**src/rtl/sha_pkg.sv**
```systemverilog
// ----------------------------------------------------------------------------
// sha_pkg
// Shared types, constants and round functions for the SHA-256 hasher.
// ----------------------------------------------------------------------------
package sha_pkg;

    localparam int BLOCK_WORDS_DEFAULT = 16;

    typedef enum logic [2:0] {
        ST_IDLE,
        ST_PAD,
        ST_ROUND,
        ST_FOLD,
        ST_EMIT
    } state_t;

    typedef struct packed {
        logic load_word;
        logic load_pad;
        logic start_block;
        logic do_round;
        logic fold;
        logic restart;
        logic emit_shift;
    } ctrl_t;

    typedef struct packed {
        logic block_full;
        logic last_slot;
        logic rounds_done;
        logic pad_done;
    } status_t;

    localparam logic [31:0] INIT_HASH [8] = '{
        32'h6a09e667, 32'hbb67ae85, 32'h3c6ef372, 32'ha54ff53a,
        32'h510e527f, 32'h9b05688c, 32'h1f83d9ab, 32'h5be0cd19
    };

    localparam logic [31:0] PAD_BYTE = 32'h00000080;

    localparam logic [31:0] ROUND_CONST [64] = '{
        32'h428a2f98, 32'h71374491, 32'hb5c0fbcf, 32'he9b5dba5,
        32'h3956c25b, 32'h59f111f1, 32'h923f82a4, 32'hab1c5ed5,
        32'hd807aa98, 32'h12835b01, 32'h243185be, 32'h550c7dc3,
        32'h72be5d74, 32'h80deb1fe, 32'h9bdc06a7, 32'hc19bf174,
        32'he49b69c1, 32'hefbe4786, 32'h0fc19dc6, 32'h240ca1cc,
        32'h2de92c6f, 32'h4a7484aa, 32'h5cb0a9dc, 32'h76f988da,
        32'h983e5152, 32'ha831c66d, 32'hb00327c8, 32'hbf597fc7,
        32'hc6e00bf3, 32'hd5a79147, 32'h06ca6351, 32'h14292967,
        32'h27b70a85, 32'h2e1b2138, 32'h4d2c6dfc, 32'h53380d13,
        32'h650a7354, 32'h766a0abb, 32'h81c2c92e, 32'h92722c85,
        32'ha2bfe8a1, 32'ha81a664b, 32'hc24b8b70, 32'hc76c51a3,
        32'hd192e819, 32'hd6990624, 32'hf40e3585, 32'h106aa070,
        32'h19a4c116, 32'h1e376c08, 32'h2748774c, 32'h34b0bcb5,
        32'h391c0cb3, 32'h4ed8aa4a, 32'h5b9cca4f, 32'h682e6ff3,
        32'h748f82ee, 32'h78a5636f, 32'h84c87814, 32'h8cc70208,
        32'h90befffa, 32'ha4506ceb, 32'hbef9a3f7, 32'hc67178f2
    };

    function automatic logic [31:0] rotr(input logic [31:0] v, input int n);
        rotr = (v >> n) | (v << (32 - n));
    endfunction

    function automatic logic [31:0] ssig0(input logic [31:0] v);
        ssig0 = rotr(v, 7) ^ rotr(v, 18) ^ (v >> 3);
    endfunction

    function automatic logic [31:0] ssig1(input logic [31:0] v);
        ssig1 = rotr(v, 17) ^ rotr(v, 19) ^ (v >> 10);
    endfunction

    function automatic logic [31:0] bsig0(input logic [31:0] v);
        bsig0 = rotr(v, 2) ^ rotr(v, 13) ^ rotr(v, 22);
    endfunction

    function automatic logic [31:0] bsig1(input logic [31:0] v);
        bsig1 = rotr(v, 6) ^ rotr(v, 11) ^ rotr(v, 25);
    endfunction

endpackage

```
**src/rtl/sha_ctrl.sv**
```systemverilog
// ----------------------------------------------------------------------------
// sha_ctrl
// Sequencer for word intake, padding, the 64 rounds and digest output.
// ----------------------------------------------------------------------------
module sha_ctrl
    import sha_pkg::*;
(
    input  logic    clk,
    input  logic    rst_n,
    input  logic    in_valid,
    input  logic    in_last,
    output logic    in_ready,
    input  logic    out_ready,
    output logic    out_valid,
    output logic    out_final,
    output logic [2:0] out_index,
    input  status_t status,
    output ctrl_t   ctrl
);

    state_t     state_reg, state_next;
    logic       final_reg, final_next;
    logic [2:0] idx_reg, idx_next;

    always_ff @(posedge clk or negedge rst_n)
    begin
        if (!rst_n)
        begin
            state_reg <= ST_IDLE;
            final_reg <= 1'b0;
            idx_reg   <= '0;
        end
        else
        begin
            state_reg <= state_next;
            final_reg <= final_next;
            idx_reg   <= idx_next;
        end
    end

    always_comb
    begin
        state_next = state_reg;
        final_next = final_reg;
        idx_next   = idx_reg;
        case (state_reg)
            ST_IDLE:
            begin
                if (in_valid)
                begin
                    final_next = in_last;
                    if (in_last)
                        state_next = ST_PAD;
                    else if (status.last_slot)
                        state_next = ST_ROUND;
                end
            end
            ST_PAD:
            begin
                if (status.block_full)
                    state_next = ST_ROUND;
            end
            ST_ROUND:
            begin
                if (status.rounds_done)
                    state_next = ST_FOLD;
            end
            ST_FOLD:
            begin
                if (!final_reg)
                    state_next = ST_IDLE;
                else if (status.pad_done)
                begin
                    state_next = ST_EMIT;
                    idx_next   = '0;
                end
                else
                    state_next = ST_PAD;
            end
            ST_EMIT:
            begin
                if (out_ready)
                begin
                    idx_next = idx_reg + 3'd1;
                    if (idx_reg == 3'd7)
                    begin
                        state_next = ST_IDLE;
                        final_next = 1'b0;
                    end
                end
            end
            default:
                state_next = ST_IDLE;
        endcase
    end

    always_comb
    begin
        ctrl      = '0;
        in_ready  = 1'b0;
        out_valid = 1'b0;
        case (state_reg)
            ST_IDLE:
            begin
                in_ready       = 1'b1;
                ctrl.load_word = in_valid;
            end
            ST_PAD:
                ctrl.load_pad = 1'b1;
            ST_ROUND:
                ctrl.do_round = 1'b1;
            ST_FOLD:
                ctrl.fold = 1'b1;
            ST_EMIT:
            begin
                out_valid       = 1'b1;
                ctrl.emit_shift = out_ready;
                ctrl.restart    = out_ready && (idx_reg == 3'd7);
            end
            default:
                ctrl = '0;
        endcase
        ctrl.start_block = (state_reg == ST_IDLE && in_valid && !in_last && status.last_slot)
                         || (state_reg == ST_PAD && status.block_full);
    end

    assign out_final = (idx_reg == 3'd7);
    assign out_index = idx_reg;

endmodule

```
**src/rtl/sha_dp.sv**
```systemverilog
// ----------------------------------------------------------------------------
// sha_dp
// Block buffer, padding, message schedule, round logic and chaining state.
// ----------------------------------------------------------------------------
module sha_dp
    import sha_pkg::*;
#(
    parameter int BLOCK_WORDS = BLOCK_WORDS_DEFAULT
)
(
    input  logic        clk,
    input  logic        rst_n,
    input  logic [31:0] data_word,
    input  logic [2:0]  valid_bytes,
    input  logic        last,
    input  ctrl_t       ctrl,
    output status_t     status,
    output logic [31:0] digest_word
);

    localparam int FW = $clog2(BLOCK_WORDS);

    logic [31:0] win_reg [BLOCK_WORDS];
    logic [31:0] hash_reg [8];
    logic [31:0] v_reg [8];
    logic [FW-1:0] fill_reg;
    logic [5:0]  rnd_reg;
    logic [63:0] len_reg;
    logic        pad_pend_reg;
    logic        len_pend_reg;
    logic        len_hi_reg;
    logic        blk_full_reg;

    logic [31:0] push_w;
    logic [2:0]  nb;
    logic [31:0] keep, marked;
    logic        push;
    logic        len_hi_push;
    logic        len_lo_push;
    logic [63:0] len_next;
    logic [31:0] w, s1, s2, ch, mj, sched;

    always_comb
    begin
        nb = (valid_bytes > 3'd4) ? 3'd4 : valid_bytes;
        case (nb)
            3'd0: keep = 32'h00000000;
            3'd1: keep = 32'hff000000;
            3'd2: keep = 32'hffff0000;
            3'd3: keep = 32'hffffff00;
            default: keep = 32'hffffffff;
        endcase
        marked = (nb == 3'd4) ? data_word :
                 ((data_word & keep) | (PAD_BYTE << (5'd8 * (5'd3 - {2'b0, nb}))));
        len_next = len_reg + (last ? {58'd0, nb, 3'd0} : 64'd32);
        push        = 1'b0;
        push_w      = 32'h0;
        len_hi_push = 1'b0;
        len_lo_push = 1'b0;
        if (ctrl.load_word)
        begin
            push   = 1'b1;
            push_w = last ? marked : data_word;
        end
        else if (ctrl.load_pad && !blk_full_reg)
        begin
            push = 1'b1;
            if (pad_pend_reg)
                push_w = 32'h80000000;
            else if (len_pend_reg && fill_reg == FW'(BLOCK_WORDS - 2))
            begin
                push_w      = len_reg[63:32];
                len_hi_push = 1'b1;
            end
            else if (len_hi_reg && fill_reg == FW'(BLOCK_WORDS - 1))
            begin
                push_w      = len_reg[31:0];
                len_lo_push = 1'b1;
            end
        end
    end

    assign status.block_full  = blk_full_reg;
    assign status.last_slot   = (fill_reg == FW'(BLOCK_WORDS - 1));
    assign status.rounds_done = (rnd_reg == 6'd63);
    assign status.pad_done    = !len_pend_reg && !pad_pend_reg;

    assign w  = (rnd_reg < 6'd16) ? win_reg[0] : sched;
    assign sched = ssig1(win_reg[14]) + win_reg[9] + ssig0(win_reg[1]) + win_reg[0];
    assign ch = (v_reg[4] & v_reg[5]) ^ (~v_reg[4] & v_reg[6]);
    assign mj = (v_reg[0] & v_reg[1]) ^ (v_reg[0] & v_reg[2]) ^ (v_reg[1] & v_reg[2]);
    assign s1 = v_reg[7] + bsig1(v_reg[4]) + ch + ROUND_CONST[rnd_reg] + w;
    assign s2 = bsig0(v_reg[0]) + mj;

    always_ff @(posedge clk)
    begin
        if (push)
            win_reg[fill_reg] <= push_w;
        else if (ctrl.do_round)
        begin
            for (int i = 0; i < BLOCK_WORDS - 1; i++)
                win_reg[i] <= win_reg[i + 1];
            win_reg[BLOCK_WORDS - 1] <= w;
        end
    end

    always_ff @(posedge clk or negedge rst_n)
    begin
        if (!rst_n)
        begin
            fill_reg      <= '0;
            rnd_reg       <= '0;
            len_reg       <= '0;
            pad_pend_reg  <= 1'b0;
            len_pend_reg  <= 1'b0;
            len_hi_reg    <= 1'b0;
            blk_full_reg  <= 1'b0;
            for (int i = 0; i < 8; i++)
            begin
                hash_reg[i] <= INIT_HASH[i];
                v_reg[i]    <= '0;
            end
        end
        else
        begin
            if (ctrl.load_word)
            begin
                len_reg <= len_next;
                if (last)
                begin
                    pad_pend_reg <= (nb == 3'd4);
                    len_pend_reg <= 1'b1;
                end
            end
            if (push)
            begin
                fill_reg <= fill_reg + FW'(1);
                if (fill_reg == FW'(BLOCK_WORDS - 1))
                    blk_full_reg <= 1'b1;
                if (ctrl.load_pad)
                    pad_pend_reg <= 1'b0;
                if (len_hi_push)
                    len_hi_reg <= 1'b1;
                if (len_lo_push)
                begin
                    len_hi_reg   <= 1'b0;
                    len_pend_reg <= 1'b0;
                end
            end
            if (ctrl.start_block)
            begin
                blk_full_reg <= 1'b0;
                rnd_reg <= '0;
                for (int i = 0; i < 8; i++)
                    v_reg[i] <= hash_reg[i];
            end
            if (ctrl.do_round)
            begin
                rnd_reg <= rnd_reg + 6'd1;
                v_reg[7] <= v_reg[6];
                v_reg[6] <= v_reg[5];
                v_reg[5] <= v_reg[4];
                v_reg[4] <= v_reg[3] + s1;
                v_reg[3] <= v_reg[2];
                v_reg[2] <= v_reg[1];
                v_reg[1] <= v_reg[0];
                v_reg[0] <= s1 + s2;
            end
            if (ctrl.fold)
            begin
                rnd_reg <= '0;
                for (int i = 0; i < 8; i++)
                    hash_reg[i] <= hash_reg[i] + v_reg[i];
            end
            if (ctrl.emit_shift)
            begin
                for (int i = 0; i < 7; i++)
                    hash_reg[i] <= hash_reg[i + 1];
                hash_reg[7] <= hash_reg[0];
            end
            if (ctrl.restart)
            begin
                len_reg <= '0;
                for (int i = 0; i < 8; i++)
                    hash_reg[i] <= INIT_HASH[i];
            end
        end
    end

    assign digest_word = hash_reg[0];

endmodule

```
**src/rtl/sha256_message_hasher_top.sv**
```systemverilog
// Words are buffered; a full block runs rounds and fold before input resumes.
// A last word is followed by padding, then rounds and fold per block (one or two).
// Throughput is set by the single round unit: 64 rounds per 16-word block.
// Digest words leave one per cycle while m_tready is high.
// rst_n clears all control state asynchronously and loads the initial hash.
// ----------------------------------------------------------------------------
// sha256_message_hasher_top
// SHA-256 hasher with stream input of message words and digest output.
// ----------------------------------------------------------------------------
module sha256_message_hasher_top
    import sha_pkg::*;
#(
    parameter int BLOCK_WORDS = BLOCK_WORDS_DEFAULT
)
(
    input  logic        clk,
    input  logic        rst_n,
    input  logic        s_tvalid,
    output logic        s_tready,
    input  logic [39:0] s_tdata,  // data_word[31:0], valid_bytes[34:32], zero fill
    input  logic        s_tlast,
    output logic        m_tvalid,
    input  logic        m_tready,
    output logic [39:0] m_tdata,  // digest_word[31:0], word_index[34:32], zero fill
    output logic        m_tlast
);

    ctrl_t       ctrl;
    status_t     status;
    logic [31:0] digest;
    logic [2:0]  idx;

    sha_ctrl u_ctrl (
        .clk       (clk),
        .rst_n     (rst_n),
        .in_valid  (s_tvalid),
        .in_last   (s_tlast),
        .in_ready  (s_tready),
        .out_ready (m_tready),
        .out_valid (m_tvalid),
        .out_final (m_tlast),
        .out_index (idx),
        .status    (status),
        .ctrl      (ctrl)
    );

    sha_dp #(.BLOCK_WORDS(BLOCK_WORDS)) u_dp (
        .clk         (clk),
        .rst_n       (rst_n),
        .data_word   (s_tdata[31:0]),
        .valid_bytes (s_tdata[34:32]),
        .last        (s_tlast),
        .ctrl        (ctrl),
        .status      (status),
        .digest_word (digest)
    );

    assign m_tdata = {5'd0, idx, digest};

endmodule

```
**config.mk**
```make
export PLATFORM = sky130hd
export DESIGN_NAME = sha256_message_hasher_top
export DESIGN_NICKNAME = d
export VERILOG_FILES = /design/src/rtl/sha_pkg.sv /design/src/rtl/sha_ctrl.sv /design/src/rtl/sha_dp.sv /design/src/rtl/sha256_message_hasher_top.sv
export SDC_FILE = /design/constraint.sdc
export NUM_CORES = 2
export LEC_CHECK = 0
export BUFFER_PORTS_ARGS = -buffer_cell sky130_fd_sc_hd__buf_2
export CORE_MARGIN = 1.5
export CORE_UTILIZATION = 45
export CTS_BUF_LIST = sky130_fd_sc_hd__clkbuf_8
export DETAILED_ROUTE_END_ITERATION = 7
export PLACE_DENSITY = 0.58
export SKIP_CTS_REPAIR_TIMING = 1
export SLEW_MARGIN = 0
export SYNTH_ARGS = -nofsm -noshare
export SYNTH_HDL_FRONTEND = slang
export SYNTH_SLANG_ARGS = --single-unit
```
**constraint.sdc**
```tcl
create_clock -name clk -period 8.4 [get_ports clk]
set_clock_uncertainty 0.05 [all_clocks]
set_input_delay 0.42 -clock clk [delete_from_list [all_inputs] [get_ports clk]]
set_output_delay 0.42 -clock clk [all_outputs]
set_load 0.005 [all_outputs]
```
==> metrics <==
max FFs per register approximately 510; IO Pins 88; Comb pwr share less than 1%; RSZ-0062 raised after global routing yes; Final WS setup -1.026 ns; # port buffers 77; register share of total power 50.5%; initial antenna violation count 16; status finished, violations left; critical path type flip-flop to flip-flop; Reg clk slew, reported paths 0.06 ns; period utilization 112.2%; Cells after DPL around 10000; Synth Warn # 0; met2 usage 51.02%; Total Die Area 169200 um^2; Core Rows 149; post-route non-filler standard cell count between 10000 and 15000; met3 Usage GRT 5.682%; Starting Density between 40% and 50%; Root Buffer Master clkbuf_8; Final nets 9174; GPL Wtd Cong 0.9863; EDFF count, synth 512; r2r startpoint u_dp.win_reg[1][19]; share of cells above drive strength 1 18.18%; worst path bufs/invs 7; element type at the critical path end flip-flop; # fillers 15160; adder-cell share of the synthesized area 12.34%; asr flop ratio synth 53.71%; first-pass GRT wire length 419.3 mm; largest net degree at the start of global routing ~230; Mapped Cells between 7000 and 8000; Post-Syn Area 75050 um^2; die width 411.4 um; multiplexer area fraction after synthesis 0.9652%; VDD IR max between 0.15 and 0.2 mV; Top FF cell, synth edfxtp_1; final setup vio count 32; CTS tree yes; core area 165400 um^2; CP arrival 10.22 ns; class of the worst hold path primary input to flip-flop; Layout Area Growth over Synthesis 16.99%; fin. max-slew vios 0; wirelength, routed 287.0 mm; Slew HR 12.29%; vias in the first global route ~62000; die height 411.4 um; Critical Path Slowest Stage Cell fa_1; Max Cap Viol 0; DRC viols 0; Worst path max stage delay 0.55 ns; met1 track demand over resource a little under half; DR iter-0 viols 6862; sw frac 23.97%; global routing's busiest layer met2; power density cells 127.1 nW/um^2; Multi-input gate area 42270 um^2; design internal power 8.489 mW; net load switching power 2.676 mW; WP data required 9.20 ns; Leak about 40 nW; Netlist cell types 109; sequential cell area 30420 um^2; Yosys reg bits 1106; crit-path max FO 4; CP Launch Type flip-flop; final core occ 53.10%; drt first pass iters 6; ANT nets after route 0; sequential area share after synthesis 40.52%; DP Wirelength 211.8 mm; DR vias/cell just under 6; Compound-Gate Fraction of Synth Area 22.10%; Avg Inst Size Synth about 9.4 um^2; GR Util All Layers ~33%; XOR/XNOR Fraction of Synth Area 7.163%; grt ovf 0; worst-skew pair later-pin latency 1.02 ns; clock share of power 48.8%; hold path start m_tready; Hold Vio Cnt, Final 0; hold_ws 0.02212 ns; actual slew at the worst max-slew pin 1.316 ns; Sink Count between 1000 and 1500; min cycle time layout about 9.4 ns; fmax approximately 110 MHz; cell family with most CP delay adder cells; vias 64780; H-tree level count 4; worst setup path startpoint u_dp.win_reg[1][19]; Longest Clk Path Bufs 3; CTS Buf Count 200; main combinational cell family by area after synthesis compound AO/OA/AOI/OAI gates; post-synthesis simple-gate area fraction 12.00%; wire per inst 26.34 um; failing checks negative setup slack
## worst register-to-register path: cells and delay by family (launching register included)
family,cells,cell delay [ns]
simple gates,8,1.21
xor+xnor,3,0.49
mux,1,0.23
compound gates,15,2.73
buf+inv,7,0.68
flops,1,0.45
fa+ha+maj,9,3.42
## area by class of cell
class,count,area share [%]
sequential,1106,34.64
timing repair buffer,865,7.501
clock buffer,240,3.762
inverter,416,1.793
clock inverter,138,1.020
antenna,8,0.02280
multi-input combinational,5932,48.14
tap,2189,3.119
## path summary, 6_finish.rpt
check / cells after the start / slack [ns] / to
setup / recovery: 43 / -1.03 / u_dp.v_reg[253]
hold / removal: 3 / 0.02 / u_ctrl.state_reg[2]
setup reg to reg: 43 / -1.03 / u_dp.v_reg[253]
hold reg to reg: 1 / 0.44 / u_dp.win_reg[10][24]
max in group asynchronous: 3 / 6.65 / u_dp.rnd_reg[3]
min in group asynchronous: 2 / 0.04 / u_dp.hash_reg[196]
## power by group through the flow
stage,clock network [mW],registers (mW),logic (mW)
4_1_cts,5.53,5.63,0.0844
3_5_place_dp,0,5.74,0.0841
2_1_floorplan,0,5.74,0.00492
3_3_place_gp,0,5.74,0.0841
6_report,5.45,5.63,0.0829
5_1_grt,5.75,5.63,0.0956
## routing by layer
metal  wire (um)  part of all wire [%]  up-vias
li1            -                     -    29410
met1      124800                    43    32300
met2      127100                    44     2581
met3       22810                   7.9      485
met4       12160                   4.2        6
met5          44                 0.015        -
## layout by cell type, fill, tap and decap left out, types with 95 or more instances in the layout
cell type,synthesis,final
o21ai_0,425,371
a21oi_1,539,496
nand3_1,113,111
ha_1,412,390
edfxtp_1,512,512
o21ai_1,80,102
xor2_1,211,210
buf_4,37,750
dfrtp_1,458,454
a22oi_1,95,95
nor2_1,626,612
nor3_1,112,105
xnor2_1,401,381
nand2_1,877,870
dfstp_2,136,136
a31oi_1,261,258
fa_1,196,195
inv_1,412,472
clkbuf_8,0,240
a21o_1,658,658
## logic make-up after synthesis
group	Yosys count
AO/OA/AOI/OAI	2557
XOR/XNOR	613
adder cells (fa/ha/maj)	626
buffers and inverters	923
flip-flops	1106
multiplexers	66
other	1
AND/OR/NAND/NOR	2065
## cells in the mapped netlist, drive strengths merged (38+ instances only)
cell type	number	area [um^2]
clkbuf	372	1396
a21oi	541	2715
edfxtp	512	15370
xnor2	402	3528
dfrtp	458	11460
a22oi	95	713.2
o21a	45	337.8
o22ai	56	350.3
ha	412	5155
nand4	38	237.7
a31oi	262	1645
o21bai	73	548.0
fa	196	3924
inv	415	1558
dfstp	136	3573
a211oi	54	420.4
buf	135	729.5
xor2	211	1848
nor2	627	2356
nand2b	72	450.4
o21ai	507	2545
a21o	658	4940
and3	50	317.8
nand2	879	3309
nor2b	48	300.3
nand3	114	575.6
nor3	114	586.8
## stage by stage
stage	power, mW	area, um^2	setup WS (ns)	TNS [ns]
2_1_floorplan	5.741	75240	-0.2974	-0.7039
3_3_place_gp	5.819	82270	-1.231	-19.44
3_5_place_dp	5.819	82270	-1.213	-20.74
4_1_cts	11.25	86470	-1.304	-23.71
5_1_grt	11.48	87800	-1.386	-31.58
6_report	11.16	87810	-1.026	-17.23
Note: power is estimated with default switching activity, not from simulation.
